`config.mk`:
```
export PLATFORM = sky130hd
export DESIGN_NAME = breathing_led_pwm
export DESIGN_NICKNAME = d
export VERILOG_FILES = /design/src/rtl/core/blpwm_pkg.sv /design/src/rtl/core/blpwm_csr.sv /design/src/rtl/core/blpwm_seq.sv /design/src/rtl/core/blpwm_pwm.sv /design/src/rtl/core/breathing_led_pwm.sv
export VERILOG_INCLUDE_DIRS = /design/src /design/src/rtl/core
export SDC_FILE = /design/constraint.sdc
export NUM_CORES = 1
export LEC_CHECK = 0
export BUFFER_PORTS_ARGS = -buffer_cell sky130_fd_sc_hd__buf_4
export CAP_MARGIN = 40
export CORE_MARGIN = 5
export CORE_UTILIZATION = 60
export DETAILED_ROUTE_END_ITERATION = 10
export PLACE_DENSITY = 0.9
export SKIP_CTS_REPAIR_TIMING = 1
export SLEW_MARGIN = 20
export SYNTH_ARGS = -nofsm -noshare
export SYNTH_HDL_FRONTEND = slang
export SYNTH_SLANG_ARGS = --single-unit
export TNS_END_PERCENT = 30
```
`constraint.sdc`:
```
create_clock -name clock -period 14.3 [get_ports clock]
set_clock_uncertainty 0.05 [all_clocks]
set_input_delay 4.29 -clock clock [delete_from_list [all_inputs] [get_ports clock]]
set_output_delay 4.29 -clock clock [all_outputs]
set_load 0.01 [all_outputs]
```
`src/rtl/core/assert_macros.svh`:
```
// Assertion macros shared by the RTL.
`ifndef ASSERT_MACROS_SVH
`define ASSERT_MACROS_SVH

`ifndef SYNTHESIS
`define ASSERT_IMPL(lbl, clk, rst, prop) \
   lbl: assert property (@(posedge clk) disable iff (rst) prop) \
      else $error("assertion failed");
`define ASSERT_CLK(lbl, prop) `ASSERT_IMPL(lbl, clock, reset, prop)
`else
`define ASSERT_IMPL(lbl, clk, rst, prop)
`define ASSERT_CLK(lbl, prop)
`endif

`endif

```
`src/rtl/core/blpwm_pkg.sv`:
```
package blpwm_pkg;

   localparam int unsigned CsrIdxW = 3;

   localparam logic [CsrIdxW-1:0] CSR_PWM_PERIOD = 3'd0;
   localparam logic [CsrIdxW-1:0] CSR_RISE_MS    = 3'd1;
   localparam logic [CsrIdxW-1:0] CSR_FALL_MS    = 3'd2;
   localparam logic [CsrIdxW-1:0] CSR_REST_MS    = 3'd3;
   localparam logic [CsrIdxW-1:0] CSR_STEP_MS    = 3'd4;

   localparam logic [15:0] PWM_PERIOD_RST = 16'd5000;
   localparam logic [15:0] RISE_MS_RST    = 16'd950;
   localparam logic [15:0] FALL_MS_RST    = 16'd950;
   localparam logic [15:0] REST_MS_RST    = 16'd100;
   localparam logic [7:0]  STEP_MS_RST    = 8'd2;

   localparam logic [1:0] PHASE_RISE = 2'd0;
   localparam logic [1:0] PHASE_FALL = 2'd1;
   localparam logic [1:0] PHASE_REST = 2'd2;

   localparam logic [15:0] DUTY_MAX = 16'hFFFF;

   typedef struct packed {
      logic [15:0] pwm_period;
      logic [15:0] rise_ms;
      logic [15:0] fall_ms;
      logic [15:0] rest_ms;
      logic [7:0]  step_ms;
   } cfg_type;

endpackage

```
`src/rtl/core/blpwm_csr.sv`:
```
module blpwm_csr
   import blpwm_pkg::*;
(
   input  logic               clock,
   input  logic               reset,
   input  logic               wr_en,
   input  logic [CsrIdxW-1:0] wr_index,
   input  logic [15:0]        wr_data,
   output cfg_type            cfg
);

   cfg_type cfg_ff;
   cfg_type cfg_in;

   always_comb begin
      cfg_in = cfg_ff;
      if (wr_en) begin
         case (wr_index)
            CSR_PWM_PERIOD: cfg_in.pwm_period = wr_data;
            CSR_RISE_MS:    cfg_in.rise_ms    = wr_data;
            CSR_FALL_MS:    cfg_in.fall_ms    = wr_data;
            CSR_REST_MS:    cfg_in.rest_ms    = wr_data;
            CSR_STEP_MS:    cfg_in.step_ms    = wr_data[7:0];
            default:        cfg_in = cfg_ff;
         endcase
      end
   end

   always_ff @(posedge clock) begin
      if (reset) begin
         cfg_ff.pwm_period <= PWM_PERIOD_RST;
         cfg_ff.rise_ms    <= RISE_MS_RST;
         cfg_ff.fall_ms    <= FALL_MS_RST;
         cfg_ff.rest_ms    <= REST_MS_RST;
         cfg_ff.step_ms    <= STEP_MS_RST;
      end else begin
         cfg_ff <= cfg_in;
      end
   end

   assign cfg = cfg_ff;

endmodule

```
`src/rtl/core/blpwm_seq.sv`:
```
module blpwm_seq
   import blpwm_pkg::*;
(
   input  logic        clock,
   input  logic        reset,
   input  logic        advance,
   input  logic [31:0] now_ms,
   input  cfg_type     cfg,
   output logic [15:0] duty_next,
   output logic [15:0] duty_cur
);

   logic [1:0]  phase_ff,      phase_in;
   logic [31:0] phase_mark_ff, phase_mark_in;
   logic [31:0] step_mark_ff,  step_mark_in;
   logic [15:0] duty_ff,       duty_in;

   logic [31:0] step_elapsed;
   logic [31:0] phase_elapsed;
   logic        step_due;
   logic [15:0] phase_len;
   logic [1:0]  phase_after;

   assign step_elapsed  = now_ms - step_mark_ff;
   assign phase_elapsed = now_ms - phase_mark_ff;
   assign step_due      = step_elapsed > {24'd0, cfg.step_ms};

   // shadow compare always tracks the next duty; the PWM loads it at the start of each period
   always_comb begin
      duty_in      = duty_ff;
      step_mark_in = step_mark_ff;
      case (phase_ff)
         PHASE_RISE: begin
            phase_len   = cfg.rise_ms;
            phase_after = PHASE_FALL;
            if (step_due) begin
               step_mark_in = now_ms;
               if (duty_ff != DUTY_MAX) duty_in = duty_ff + 16'd1;
            end
         end
         PHASE_FALL: begin
            phase_len   = cfg.fall_ms;
            phase_after = PHASE_REST;
            if (step_due) begin
               step_mark_in = now_ms;
               if (duty_ff != 16'd0) duty_in = duty_ff - 16'd1;
            end
         end
         default: begin
            phase_len   = cfg.rest_ms;
            phase_after = PHASE_RISE;
         end
      endcase
      phase_in      = phase_ff;
      phase_mark_in = phase_mark_ff;
      if (phase_elapsed >= {16'd0, phase_len}) begin
         phase_in      = phase_after;
         phase_mark_in = now_ms;
      end
   end

   always_ff @(posedge clock) begin
      if (reset) begin
         phase_ff      <= PHASE_RISE;
         phase_mark_ff <= 32'd0;
         step_mark_ff  <= 32'd0;
         duty_ff       <= 16'd0;
      end else if (advance) begin
         phase_ff      <= phase_in;
         phase_mark_ff <= phase_mark_in;
         step_mark_ff  <= step_mark_in;
         duty_ff       <= duty_in;
      end
   end

   assign duty_next = duty_in;
   assign duty_cur  = duty_ff;

endmodule

```
`src/rtl/core/blpwm_pwm.sv`:
```
module blpwm_pwm
   import blpwm_pkg::*;
(
   input  logic        clock,
   input  logic        reset,
   input  logic        advance,
   input  logic [15:0] period,
   input  logic [15:0] shadow,
   output logic        led_next
);

   logic [15:0] count_ff,  count_in;
   logic [15:0] active_ff, active_in;
   logic        led_ff,    led_in;
   logic [16:0] count_inc;

   assign count_inc = {1'b0, count_ff} + 17'd1;

   always_comb begin
      led_in    = led_ff;
      active_in = active_ff;
      count_in  = count_inc[15:0];
      if (count_inc > {1'b0, period}) begin
         count_in  = 16'd0;
         active_in = shadow;
         led_in    = (shadow != 16'd0);
      end
      if (count_in == active_in) led_in = 1'b0;
   end

   always_ff @(posedge clock) begin
      if (reset) begin
         count_ff  <= 16'd0;
         active_ff <= 16'd0;
         led_ff    <= 1'b0;
      end else if (advance) begin
         count_ff  <= count_in;
         active_ff <= active_in;
         led_ff    <= led_in;
      end
   end

   assign led_next = led_in;

endmodule

```
`src/rtl/core/breathing_led_pwm.sv`:
```
// A request passes through the input register and then the result register to rsp_valid.
// Throughput: one transaction per cycle; ready stays high while the result register
// drains or is empty.
// Reset: synchronous, active high; clears the pipeline, ramp state and PWM counter,
// and loads the register defaults.
`include "assert_macros.svh"

module breathing_led_pwm
   import blpwm_pkg::*;
(
   input  logic               clock,
   input  logic               reset,
   input  logic               req_valid,
   output logic               req_ready,
   input  logic [31:0]        req_now_ms,
   output logic               rsp_valid,
   input  logic               rsp_ready,
   output logic               rsp_led_on,
   output logic [15:0]        rsp_duty_now,
   input  logic               csr_valid,
   output logic               csr_ready,
   input  logic [CsrIdxW-1:0] csr_index,
   input  logic [15:0]        csr_wdata
);

   cfg_type     cfg;
   logic        in_valid_ff,  in_valid_in;
   logic [31:0] in_now_ff;
   logic        rsp_valid_ff, rsp_valid_in;
   logic        rsp_led_ff;
   logic [15:0] rsp_duty_ff;
   logic        advance;
   logic        req_take;
   logic [15:0] duty_next;
   logic [15:0] duty_cur;
   logic        led_next;

   assign csr_ready = 1'b1;
   assign advance   = in_valid_ff && (!rsp_valid_ff || rsp_ready);
   assign req_ready = !in_valid_ff || advance;
   assign req_take  = req_valid && req_ready;

   assign in_valid_in  = req_take || (in_valid_ff && !advance);
   assign rsp_valid_in = advance || (rsp_valid_ff && !rsp_ready);

   blpwm_csr u_csr (
      .clock    (clock),
      .reset    (reset),
      .wr_en    (csr_valid && csr_ready),
      .wr_index (csr_index),
      .wr_data  (csr_wdata),
      .cfg      (cfg)
   );

   blpwm_seq u_seq (
      .clock     (clock),
      .reset     (reset),
      .advance   (advance),
      .now_ms    (in_now_ff),
      .cfg       (cfg),
      .duty_next (duty_next),
      .duty_cur  (duty_cur)
   );

   blpwm_pwm u_pwm (
      .clock    (clock),
      .reset    (reset),
      .advance  (advance),
      .period   (cfg.pwm_period),
      .shadow   (duty_next),
      .led_next (led_next)
   );

   always_ff @(posedge clock) begin
      if (reset) begin
         in_valid_ff  <= 1'b0;
         rsp_valid_ff <= 1'b0;
      end else begin
         in_valid_ff  <= in_valid_in;
         rsp_valid_ff <= rsp_valid_in;
      end
   end

   always_ff @(posedge clock) begin
      if (req_take) in_now_ff <= req_now_ms;
      if (advance) begin
         rsp_led_ff  <= led_next;
         rsp_duty_ff <= duty_next;
      end
   end

   assign rsp_valid    = rsp_valid_ff;
   assign rsp_led_on   = rsp_led_ff;
   assign rsp_duty_now = rsp_duty_ff;

   `ASSERT_CLK(a_no_overwrite, rsp_valid_ff && !rsp_ready |-> !advance)
   `ASSERT_CLK(a_advance_fills, advance |=> rsp_valid_ff)
   `ASSERT_CLK(a_duty_moves_by_one, advance |=> (rsp_duty_now - $past(duty_cur) + 16'd1) <= 16'd2)

endmodule

```
==> impl_results.md <==
* CP max FO at 4
* Multi-input logic area at 8680 um^2
* First-pass GRT wire length at 63,900 um
* Syn. warnings at 0
* CP Data Required Time at 9960 ps
* Startpoint types: input pin
* Worst rel slew slack at 44.4%
* Final setup violation count at 0
* Routed Antenna Nets at 0
* Worst Path Arrival at 4880 ps
* Mapped Cells at 1,845
* CP cell instances: buf_4 -> nor2b_1 -> nand2_1 -> buf_4
* Fmax achieved at 109 MHz
* Avg WL per Cell at 17.4 um
* Setup CP Type: in -> out
* Port Buffers at 74
* Initial DRC count at 1,160
* Netlist Area Pre-Place at 14,800 um^2
* Ant. Diodes at 0
* RSZ-0062 raised after global routing: no
* Maxcap violations at 0
* Worst Max-Slew Pin Slew at 834 ps
* Complex-gate fraction of the synthesized area at 18.3%
* Seq/Total Area, Yosys at 35.6%
* Starting density of the core at 60.9%
* Top FF cell, synth: dfxtp_1
* Post-synthesis mux area share at 4.01%
* Combinational Power Share at 20.3%
* Clock group share of total power at 38.0%
* Hold WC Path Type: reg -> reg
* Status: completed
* Cell area after layout at 16,400 um^2
* Die Height at 167 um
* Post-layout min period at 9220 ps
* Die width at 167 um
* Io pins at 76
* Fin. Hold Viols at 0
* Area of placed instances at 15,500 um^2
* Clock slew at reported path FFs at 60 ps
* GPL Wtd Cong at 0.952
* Clock tree sinks at 238
* H-tree depth at 1
* Syn Nets at 2,009
* Final Cycle Share at 64.4%
* Core Region at 24,200 um^2
* Reg2reg end: rsp_led_on
* Routed vias/inst at 6.01
* Post-synth ARST share at 0%
* GRT overflow at 0
* TritonRoute pass-1 iters at 5
* Register area at 5260 um^2
* Flop2flop setup slack at 7760 ps
* Post-Syn Area per Cell at 8.01 um^2
* Fill cells at 1,995
* R2r worst-path depth at 22
* Post-synthesis simple-gate area fraction at 22.5%
* Sw Pwr at 515 uW
* Largest net degree at the start of global routing at 84
* Switching part of the total power at 29.2%
* TritonCTS buffer count at 27
* Final slew viol count at 0
* Die Area at 27,900 um^2
* Critical Path Start: rsp_ready
* Setup TNS at 0 ps
* Largest stage delay on the critical path at 210 ps
* Placement row count at 57
* Adder-cell share of the synthesized area at 9.25%
* Dpl ws at 5100 ps
* Vias in the first global route at 13,147
* Post-route DRC violation count at 0
* Tot GR Track Use at 26.9%
* CTS tree: done
* Area Growth Syn to Fin at 10.9%
* Yosys cell types at 87
* Maximum buffer depth of the clock tree at 3
* Initial antenna violation count at 0
* Nets at 2,037
* Worst Hold Slack at 403 ps
* DP Wirelength at 27,500 um
* DRT Wirelength at 38,500 um
* Internal power at 1250 uW
* Share of cells above drive strength 1 at 8.82%
* Worst Setup Slack, final at 5080 ps
* Worst path most repeated cell: buf_4
* R2r startpoint: in_now_ff[1]
* Max stage delay cell, worst path: nor2b_1
* Flop pwr share at 41.7%
* Peak VDD IR at 103 uV
* Clk Latency, worst-skew pair at 540 ps
* Largest family of logic cells by synthesized area: simple AND/OR/NAND/NOR gates
* Critical path destination: req_ready
* P_leak at 0.00643 uW
* Xor/xnor share of the synthesized area at 4.51%
* Cell area power density at 108 nW/um^2
* Root buf cell: clkbuf_16
* Yosys reg bits at 238
* Post-synth EDFFs at 49
* Via count at 13,328
* CP Capture Type: primary output
per-layer routing:
metal  vias up  track usage, %  wire [um]
met5         -               0          0
met4         0            9.96       1420
met3       106            3.65       2350
met2       474            45.5      18000
met1      6259            35.1      16800
li1       6489               -          -
synthesized netlist by cell type (7+ instances only):
cell type / count / share of area, %
a31oi_1: 11 / 0.47
o211ai_1: 7 / 0.36
nand4_1: 19 / 0.80
xor2_1: 32 / 1.9
nor2_1: 212 / 5.4
and3_1: 12 / 0.51
nor3b_1: 7 / 0.36
nand3b_1: 19 / 0.97
a21oi_1: 188 / 6.4
nand2_1: 281 / 7.1
a211oi_1: 23 / 1.2
ha_1: 106 / 9.0
nor4_1: 12 / 0.51
a21o_1: 21 / 1.1
o21a_1: 20 / 1.0
o21ai_0: 57 / 1.9
a211o_1: 8 / 0.47
dfxtp_1: 189 / 26
or3_1: 11 / 0.47
nor3_1: 43 / 1.5
o2111ai_1: 10 / 0.59
nand2b_1: 18 / 0.76
nor2b_1: 22 / 0.93
inv_1: 123 / 3.1
mux2i_1: 58 / 3.9
xnor2_1: 44 / 2.6
nand3_1: 32 / 1.1
clkbuf_1: 66 / 1.7
edfxtp_1: 49 / 10
and2_1: 9 / 0.38
buf_2: 12 / 0.41
or2_2: 8 / 0.34
cell families (layout without fill, tap and decap cells):
| group | Yosys count | count (layout) |
|---|---|---|
| AND/OR/NAND/NOR | 726 | 726 |
| XOR/XNOR | 76 | 76 |
| buffers and inverters | 216 | 265 |
| adder cells (fa/ha/maj) | 108 | 108 |
| other | 1 | 1 |
| flip-flops | 238 | 238 |
| AO/OA/AOI/OAI | 421 | 421 |
| multiplexers | 59 | 59 |
power by group through the flow:
| stage | registers (uW) | clock network [uW] | logic, uW |
|---|---|---|---|
| final | 735 | 670 | 357 |
| after global routing | 738 | 710 | 395 |
| after CTS | 734 | 678 | 351 |
| after detailed placement | 749 | 0 | 348 |
| after global placement | 748 | 0 | 336 |
| after floorplan | 742 | 0 | 258 |
through the flow:
step | power, uW | utilization [%] | std cells
3_5_place_dp | 1100 | 63.9 | 2167
5_1_grt | 1840 | 67.6 | 2218
2_1_floorplan | 1000 | - | 1845
6_report | 1760 | 67.6 | 2218
3_3_place_gp | 1080 | 63.6 | 2162
4_1_cts | 1760 | 67.5 | 2217
flip-flops by register name, indices dropped and copies added (netlist names):
name / cells
u_seq.duty_cur: 16
u_seq.phase_mark_ff: 32
u_seq.step_mark_ff: 32
u_pwm.active_ff: 16
u_pwm.count_ff: 16
rsp_duty_now: 16
u_seq.phase_ff: 2
u_pwm.led_ff: 1
rsp_led_on: 1
in_now_ff: 32
in_valid_ff: 1
rsp_valid: 1
u_csr.cfg: 72
critical path: cells and delay by family:
family / cells / cell delay [ps]
AND/OR/NAND/NOR: 2 / 320
buffers and inverters: 2 / 260
worst min-delay path by stage:
stage	start	endpoint	slack, ps	cells past startpoint
floorplan	u_csr.cfg[40]	u_csr.cfg[40]	390	2
global placement	u_csr.cfg[51]	u_csr.cfg[51]	390	2
detailed placement	u_csr.cfg[15]	u_csr.cfg[15]	400	2
CTS	u_csr.cfg[15]	u_csr.cfg[15]	400	2
global route	u_seq.step_mark_ff[3]	u_seq.step_mark_ff[3]	420	2
finish	u_seq.step_mark_ff[7]	u_seq.step_mark_ff[7]	400	2
placed cells by master, fill, tap and decap left out, types with 44 or more instances in the layout:
cell type,n
xnor2_1,44
a21oi_1,188
mux2i_1,58
edfxtp_1,49
dfxtp_1,189
inv_1,123
nor2_1,212
ha_1,106
buf_4,84
nand2_1,281
o21ai_0,57
layout make-up:
cell class                 count  area share, %
clock buffer                  39           4.71
clock inverter                11          0.535
inverter                     126           2.89
multi-input combinational   1391           53.0
sequential                   238           32.1
tap                          324           2.47
timing repair buffer          89           4.35
Power figures use the tool's default switching activity.
